**config.mk**
```make
export PLATFORM = sky130hd
export DESIGN_NAME = lru_key_value_cache
export DESIGN_NICKNAME = d
export VERILOG_FILES = /design/src/hw/rtl/lkvc_pkg.sv /design/src/hw/rtl/lkvc_lookup.sv /design/src/hw/rtl/lru_key_value_cache.sv
export SDC_FILE = /design/constraint.sdc
export NUM_CORES = 2
export LEC_CHECK = 0
export BUFFER_PORTS_ARGS = -buffer_cell sky130_fd_sc_hd__buf_2
export CORE_AREA = 2 2 379 381
export DETAILED_ROUTE_END_ITERATION = 7
export DIE_AREA = 0 0 381 383
export PLACE_DENSITY_LB_ADDON = 0.08
export SLEW_MARGIN = 20
export SYNTH_ARGS = -nofsm -noshare
export SYNTH_HDL_FRONTEND = slang
export SYNTH_SLANG_ARGS = --single-unit
```
**constraint.sdc**
```tcl
create_clock -name clk_i -period 8.2 [get_ports clk_i]
set_input_delay 0.82 -clock clk_i [delete_from_list [all_inputs] [get_ports clk_i]]
set_output_delay 0.82 -clock clk_i [all_outputs]
set_load 0.01 [all_outputs]
```
**src/hw/rtl/lkvc_pkg.sv**
```systemverilog
// Shared widths, constants and codes for the least-recently-used key-value cache.
package lkvc_pkg;

  localparam int unsigned ENTRIES_DEFAULT = 16;
  localparam int unsigned DATA_W          = 32;
  localparam int unsigned CAP_W           = 5;

  localparam logic [CAP_W-1:0]  CAP_RESET  = CAP_W'(16);
  localparam logic [DATA_W-1:0] MISS_VALUE = {DATA_W{1'b1}};
  localparam logic [DATA_W-1:0] PUT_VALUE  = '0;

  typedef enum logic {
    KIND_GET = 1'b0,
    KIND_PUT = 1'b1
  } kind_e;

endpackage

```
**src/hw/rtl/lkvc_lookup.sv**
```systemverilog
// Parallel key match, eviction victim and free slot selection for the cache.
module lkvc_lookup import lkvc_pkg::*; #(
  parameter int unsigned ENTRIES = ENTRIES_DEFAULT
) (
  input  logic signed [DATA_W-1:0]           key_i,
  input  logic        [ENTRIES-1:0]          valid_i,
  input  logic signed [DATA_W-1:0]           keys_i [ENTRIES],
  input  logic        [$clog2(ENTRIES)-1:0]  ranks_i [ENTRIES],
  input  logic        [$clog2(ENTRIES+1)-1:0] held_i,
  input  logic        [CAP_W-1:0]            cap_i,
  output logic                               hit_o,
  output logic        [$clog2(ENTRIES)-1:0]  hit_idx_o,
  output logic        [$clog2(ENTRIES)-1:0]  hit_rank_o,
  output logic                               evict_o,
  output logic        [ENTRIES-1:0]          victim_o,
  output logic        [$clog2(ENTRIES)-1:0]  slot_idx_o
);

  localparam int unsigned IDX_W = $clog2(ENTRIES);
  localparam int unsigned CNT_W = $clog2(ENTRIES + 1);
  localparam int unsigned CMP_W = (CNT_W > CAP_W) ? CNT_W : CAP_W;

  logic [CMP_W-1:0]   cap_ext;
  logic [CMP_W-1:0]   eff_cap;
  logic [CNT_W-1:0]   oldest_rank;
  logic [ENTRIES-1:0] match;
  logic [ENTRIES-1:0] free_vec;

  always_comb begin
    cap_ext = CMP_W'(cap_i);
    if (cap_ext == '0) begin
      eff_cap = CMP_W'(1);
    end else if (cap_ext > CMP_W'(ENTRIES)) begin
      eff_cap = CMP_W'(ENTRIES);
    end else begin
      eff_cap = cap_ext;
    end
    evict_o = CMP_W'(held_i) >= eff_cap;
  end

  // Ranks of the valid entries form a permutation of 0 to held minus one,
  // so the least recent entry is the one whose rank equals held minus one.
  assign oldest_rank = held_i - CNT_W'(1);

  always_comb begin
    for (int i = 0; i < ENTRIES; i++) begin
      match[i]    = valid_i[i] && (keys_i[i] == key_i);
      victim_o[i] = evict_o && valid_i[i] && (CNT_W'(ranks_i[i]) == oldest_rank);
      free_vec[i] = !valid_i[i] || victim_o[i];
    end
  end

  always_comb begin
    hit_o      = |match;
    hit_idx_o  = '0;
    slot_idx_o = '0;
    for (int i = ENTRIES - 1; i >= 0; i--) begin
      if (match[i]) begin
        hit_idx_o = IDX_W'(i);
      end
      if (free_vec[i]) begin
        slot_idx_o = IDX_W'(i);
      end
    end
    hit_rank_o = ranks_i[hit_idx_o];
  end

endmodule

```
**src/hw/rtl/lru_key_value_cache.sv**
```systemverilog
// Top level of the fully associative key-value cache with least-recently-used replacement.
//
//   Channel   Handshake                 Beat contents
//   --------  ------------------------  --------------------------------
//   request   in_valid_i / in_stall_o   kind_i, key_i, value_i
//   response  out_valid_o / out_stall_i found_o, read_value_o
//   config    cfg_valid_i / cfg_ready_o cfg_data_i (capacity)
//
// A request beat is held in an input register; once the output register can take a
// response, the key is matched against all entries, the store and the recency ranks
// are updated and the response is loaded into an output register, so one request per
// cycle is sustained while the response channel is not stalled, as the match and rank
// update are combinational. Reset empties the store and sets the capacity to sixteen.
// A stalled response holds the output register and, once the input register is
// occupied, stalls the request channel.
module lru_key_value_cache import lkvc_pkg::*; #(
  parameter int unsigned ENTRIES = ENTRIES_DEFAULT
) (
  input  logic                     clk_i,
  input  logic                     rst_ni,
  input  logic                     in_valid_i,
  output logic                     in_stall_o,
  input  logic                     kind_i,
  input  logic signed [DATA_W-1:0] key_i,
  input  logic signed [DATA_W-1:0] value_i,
  output logic                     out_valid_o,
  input  logic                     out_stall_i,
  output logic                     found_o,
  output logic signed [DATA_W-1:0] read_value_o,
  input  logic                     cfg_valid_i,
  output logic                     cfg_ready_o,
  input  logic        [CAP_W-1:0]  cfg_data_i
);

  localparam int unsigned IDX_W = $clog2(ENTRIES);
  localparam int unsigned CNT_W = $clog2(ENTRIES + 1);

  logic                     in_valid_q;
  kind_e                    kind_q;
  logic signed [DATA_W-1:0] key_q;
  logic signed [DATA_W-1:0] value_q;

  logic                     out_valid_q;
  logic                     found_q;
  logic signed [DATA_W-1:0] read_value_q;

  logic [CAP_W-1:0]         cap_q;
  logic [CNT_W-1:0]         held_q;
  logic [CNT_W-1:0]         held_d;
  logic [ENTRIES-1:0]       valid_q;
  logic [ENTRIES-1:0]       valid_d;
  logic [IDX_W-1:0]         rank_q [ENTRIES];
  logic [IDX_W-1:0]         rank_d [ENTRIES];
  logic signed [DATA_W-1:0] keys_q [ENTRIES];
  logic signed [DATA_W-1:0] values_q [ENTRIES];

  logic                     hit;
  logic [IDX_W-1:0]         hit_idx;
  logic [IDX_W-1:0]         hit_rank;
  logic                     evict;
  logic [ENTRIES-1:0]       victim;
  logic [IDX_W-1:0]         slot_idx;

  logic                     in_accept;
  logic                     process;
  logic                     wr_en;
  logic [IDX_W-1:0]         wr_idx;
  logic                     found_d;
  logic signed [DATA_W-1:0] read_value_d;

  assign process     = in_valid_q && (!out_valid_q || !out_stall_i);
  assign in_stall_o  = in_valid_q && !process;
  assign in_accept   = in_valid_i && !in_stall_o;
  assign cfg_ready_o = 1'b1;

  assign out_valid_o  = out_valid_q;
  assign found_o      = found_q;
  assign read_value_o = read_value_q;

  lkvc_lookup #(
    .ENTRIES (ENTRIES)
  ) u_lookup (
    .key_i      (key_q),
    .valid_i    (valid_q),
    .keys_i     (keys_q),
    .ranks_i    (rank_q),
    .held_i     (held_q),
    .cap_i      (cap_q),
    .hit_o      (hit),
    .hit_idx_o  (hit_idx),
    .hit_rank_o (hit_rank),
    .evict_o    (evict),
    .victim_o   (victim),
    .slot_idx_o (slot_idx)
  );

  always_comb begin
    valid_d      = valid_q;
    rank_d       = rank_q;
    held_d       = held_q;
    wr_en        = 1'b0;
    wr_idx       = hit_idx;
    found_d      = hit;
    read_value_d = MISS_VALUE;
    if (hit) begin
      // A hit moves the entry to the front; entries ahead of it move back by one.
      for (int i = 0; i < ENTRIES; i++) begin
        if (valid_q[i] && (IDX_W'(i) != hit_idx) && (rank_q[i] < hit_rank)) begin
          rank_d[i] = rank_q[i] + IDX_W'(1);
        end
      end
      rank_d[hit_idx] = '0;
      read_value_d    = values_q[hit_idx];
      wr_en           = (kind_q == KIND_PUT);
    end else if (kind_q == KIND_PUT) begin
      for (int i = 0; i < ENTRIES; i++) begin
        if (victim[i]) begin
          valid_d[i] = 1'b0;
        end else if (valid_q[i]) begin
          rank_d[i] = rank_q[i] + IDX_W'(1);
        end
      end
      valid_d[slot_idx] = 1'b1;
      rank_d[slot_idx]  = '0;
      wr_en             = 1'b1;
      wr_idx            = slot_idx;
      if (!evict) begin
        held_d = held_q + CNT_W'(1);
      end
    end
    if (kind_q == KIND_PUT) begin
      read_value_d = PUT_VALUE;
    end
  end

  always_ff @(posedge clk_i or negedge rst_ni) begin
    if (!rst_ni) begin
      in_valid_q  <= 1'b0;
      out_valid_q <= 1'b0;
      cap_q       <= CAP_RESET;
      held_q      <= '0;
      valid_q     <= '0;
      for (int i = 0; i < ENTRIES; i++) begin
        rank_q[i] <= '0;
      end
    end else begin
      if (in_accept) begin
        in_valid_q <= 1'b1;
      end else if (process) begin
        in_valid_q <= 1'b0;
      end
      if (process) begin
        out_valid_q <= 1'b1;
        held_q      <= held_d;
        valid_q     <= valid_d;
        rank_q      <= rank_d;
      end else if (!out_stall_i) begin
        out_valid_q <= 1'b0;
      end
      if (cfg_valid_i && cfg_ready_o) begin
        cap_q <= cfg_data_i;
      end
    end
  end

  always_ff @(posedge clk_i) begin
    if (in_accept) begin
      kind_q  <= kind_e'(kind_i);
      key_q   <= key_i;
      value_q <= value_i;
    end
    if (process) begin
      found_q      <= found_d;
      read_value_q <= read_value_d;
      if (wr_en) begin
        keys_q[wr_idx]   <= key_q;
        values_q[wr_idx] <= value_q;
      end
    end
  end

endmodule

```
==> flow_summary_export.csv <==
group,metric,value,unit
routing,firstDrtPassIters,6,
global_routing,grt_usage,25.05,%
power_and_ir_drop,p_seq_share,44.8,%
routing,drt-wirelength-per-cell,28.75,um
global_routing,grt.overflow.total,0,
synthesis,synth_edf_count,1122,
critical_path,critPathBufInv,2,
timing,fin_skew,0.04872,ns
timing,hold_viol_final,0,
timing,fmax,136.5,MHz
cts,clockRootBuffer,"clkbuf_16",
synthesis,synth_common_cells,"edfxtp_1 (1,122), xor2_1 (383), nand2_1 (296), nor2_1 (222), a21oi_1 (178)",
place,numPortBuffers,109,
cells_and_area,syn2layout_area_growth,14.93,%
timing,timing.final.crit_share,89.36,%
timing,relSlewSlack,21.47,%
timing,period_minus_slack,7.327,ns
floorplan,rows,139,
critical_path,crit_arrival,7.97,ns
run_status,outcome,"completed",
cts,insertion_delay,0.78,ns
power_and_ir_drop,p_per_area,259.2,nW/um^2
flow_run,drv_cap,0,
synthesis,synth_cells,4218,
critical_path,worstSetupPathType,"reg2reg",
critical_path,end_kind,"flop",
place,pre_cts_ws,0.9599,ns
power_and_ir_drop,power.internal,0.01175,W
routing,ant_nets,0,
power_and_ir_drop,p_switching,0.005073,W
synthesis,ys_warn_count,0,
timing,setup-violations-final,0,
cts,clk_path_buf_depth,3,
cts,clkTransAtPathRegs,0.07,ns
critical_path,cp_slowest_cell,"edfxtp_1",
synthesis,synth_fp_nets,4364,
synthesis,syn-cell-area,56470,sq um
floorplan,die_area,145900,sq um
floorplan,initial_core_util,39.69,%
critical_path,critPathRequiredTime,8.85,ns
synthesis,synth_seq_cells,1214,
floorplan,dieHeight,383,um
synthesis,synth_xor_area_share,9.022,%
min_path,hold_path.class,"in2reg",
timing,fin_ws,0.8727,ns
synthesis,synthAdderAreaFrac,1.573,%
timing,setup_tns,0,ns
global_routing,antenna_found_initial,6,
critical_path,cpMostUsedCell,"nand2_1",
critical_path,cp_max_fo,16,
cts,cts.sinks,1214,
critical_path,cp_slowest_stage_delay,1.04,ns
place,gp_congestion,0.9461,
cells_and_area,final_nets,4586,
timing,worst_pin_slew,1.178,ns
cts,cts-htree-levels,4,
cells_and_area,fin_area,64900,sq um
synthesis,seq_area_frac_synth,63.74,%
synthesis,yosys.area_share.simple,10.37,%
timing,rsz0062_at_grt,"no",
synthesis,avgSynthCellArea,13.39,sq um
cts,numCtsBuffers,140,
routing,drt_iter0_drc,3620,
power_and_ir_drop,sw_frac_of_total,30.16,%
power_and_ir_drop,pwr-share-clk,36.5,%
critical_path,start_kind,"flop",
synthesis,synthMuxAreaShare,5.442,%
global_routing,grt_pass1_vias,36160,
power_and_ir_drop,power_leakage,21.86,nW
routing,vias_per_cell,5.762,
synthesis,yosysTopAreaCellShare,59.66,%
critical_path,crit_family,"simple AND/OR/NAND/NOR gates",
power_and_ir_drop,peakVddDrop,0.2049,mV
synthesis,synth.area.top_cells,"edfxtp_1 (60%), xor2_1 (5.9%), dfrtp_1 (4.0%), mux2i_1 (2.7%), mux2_2 (2.7%)",
power_and_ir_drop,p_comb_share,18.7,%
global_routing,grt_pass1_wl,265600,um
place,hpwl,118200,um
routing,via_count,37180,
synthesis,yosysMostFrequentCell,"edfxtp_1",
floorplan,ioPinCount,111,
synthesis,synth_top_family_by_area,"simple AND/OR/NAND/NOR gates",
global_routing,grt_start_max_net_pins,78,
place,dpl_cell_area,60360,sq um
cts,cts_resized,0,
synthesis,synth-compound-area-share,7.815,%
synthesis,ys.flop_type,"edfxtp_1",
cts,tritoncts,"yes",
routing,routed_wl,185500,um
routing,drc_errors,0,
cells_and_area,drive_above_1_share,14.60,%
critical_path,crit_chain,"buf_4 > xor2_1 > nor4_1 > nand4_1 > or4_1 > nand2b_1 > a21bo_2 > inv_1 > or2_2 > nand2_1 > and3_1 > a21oi_1 > o22ai_1 > or3_1 > ha_1 > a211oi_1 > o31a_1 > nand2_1 > o31ai_1 > mux2_1 > a22oi_1 > a21bo_1",
timing,maxSlewViolCount,0,
synthesis,synthDistinctLibCells,91,
synthesis,synth-async-reset-ratio,7.578,%
floorplan,fp.dieW,381,um
synthesis,yosys.area.top_type,"edfxtp_1",
floorplan,design.core.area,142300,sq um
-- metrics by stage --
step / std cells / utilization [%] / hold WS [ns] / total power, W
2_1_floorplan: 4218 / - / 0.4564 / 0.009406
3_3_place_gp: 6199 / 42.43 / 0.4858 / 0.01071
3_5_place_dp: 6199 / 42.43 / 0.4919 / 0.01072
4_1_cts: 6451 / 45.59 / 0.1609 / 0.01690
5_1_grt: 6452 / 45.62 / 0.1719 / 0.01746
6_report: 6453 / 45.62 / 0.2185 / 0.01682
-- state kept, by name (all words and copies together) (netlist names), 5 cells and up --
name,cells
value_q,32
cap_q,5
rank_q,64
values_q,512
keys_q,512
valid_q,16
held_q,5
read_value_o,32
key_q,32
-- cells in the final DEF (no fill, tap or decap), drive strengths merged, types with 26 or more instances in the layout --
master and count:
a21oi 178, nor2 222, xnor2 173, o211ai 50, o21ai 118, xor2 383, edfxtp 1122, dfrtp 91
o31ai 26, ha 71, clkinv 52, mux2 136, mux2i 154, a22oi 38, nand4 98, nand2 296
nor3 52, inv 76, a41oi 36, buf 283, clkbuf 182, nor4 167, nand3 95, nand2b 63
-- per-layer routing --
layer  vias up  part of all wire, %  wire, um  global-route usage [%]
met1     19030                   47     87270                   37.07
met5         -                0.030        55                       0
met4         8                  2.4      4522                   7.027
met3       275                  6.2     11530                   4.038
li1      16520                    -         -                       -
met2      1354                   44     82150                   38.00
-- worst paths after layout --
path / start / endpoint / slack (ns) / cells after the start
setup / recovery: key_q[18] / rank_q[25] / 0.87 / 22
hold / removal: key_i[4] / key_q[4] / 0.22 / 1
setup reg to reg: key_q[18] / rank_q[25] / 0.87 / 22
hold reg to reg: in_valid_q / out_valid_o / 0.50 / 1
max in group asynchronous: rst_ni / rank_q[54] / 6.68 / 3
min in group asynchronous: rst_ni / rank_q[10] / 0.50 / 2
-- worst reg2reg max path, delay by kind of cell (launching register included) --
kind	cells	cell delay [ns]
adder cells (fa/ha/maj)	1	0.33
flip-flops	1	1.04
buffers and inverters	2	0.44
XOR/XNOR	1	0.08
multiplexers	1	0.38
AO/OA/AOI/OAI	8	1.85
AND/OR/NAND/NOR	9	3.08
-- kinds of logic (layout without fill, tap and decap cells) --
kind of cell	after synthesis	after routing
other	1	2
AND/OR/NAND/NOR	1146	1146
buffers and inverters	273	604
adder cells (fa/ha/maj)	71	71
XOR/XNOR	566	566
flip-flops	1214	1214
AO/OA/AOI/OAI	657	657
multiplexers	290	290
-- power by group through the flow --
stage / registers (W) / clock network (W) / logic [W]
after global placement: 0.00765 / 0 / 0.00306
after floorplan: 0.00746 / 0 / 0.00195
final: 0.00754 / 0.00615 / 0.00314
after global routing: 0.00756 / 0.00652 / 0.00338
after detailed placement: 0.00766 / 0 / 0.00307
after CTS: 0.00753 / 0.00629 / 0.00308
-- area by class of cell --
| class | count | area (sq um) |
|---|---|---|
| diodes | 1 | 2.502 |
| repair buffers | 284 | 2238 |
| clock inverters | 69 | 753.2 |
| inverters | 69 | 260.3 |
| well taps | 1903 | 2381 |
| clock buffers | 182 | 3734 |
| multi-input cells | 2731 | 19540 |
| flip-flops and latches | 1214 | 36000 |
| fillers | 12980 | 77360 |
-- what timing repair did --
item	CTS	global route
buffers inserted	0	0
hold buffers	1	0
endpoints found under the hold margin	21	0
No activity file was read; power rests on OpenSTA's default activity.
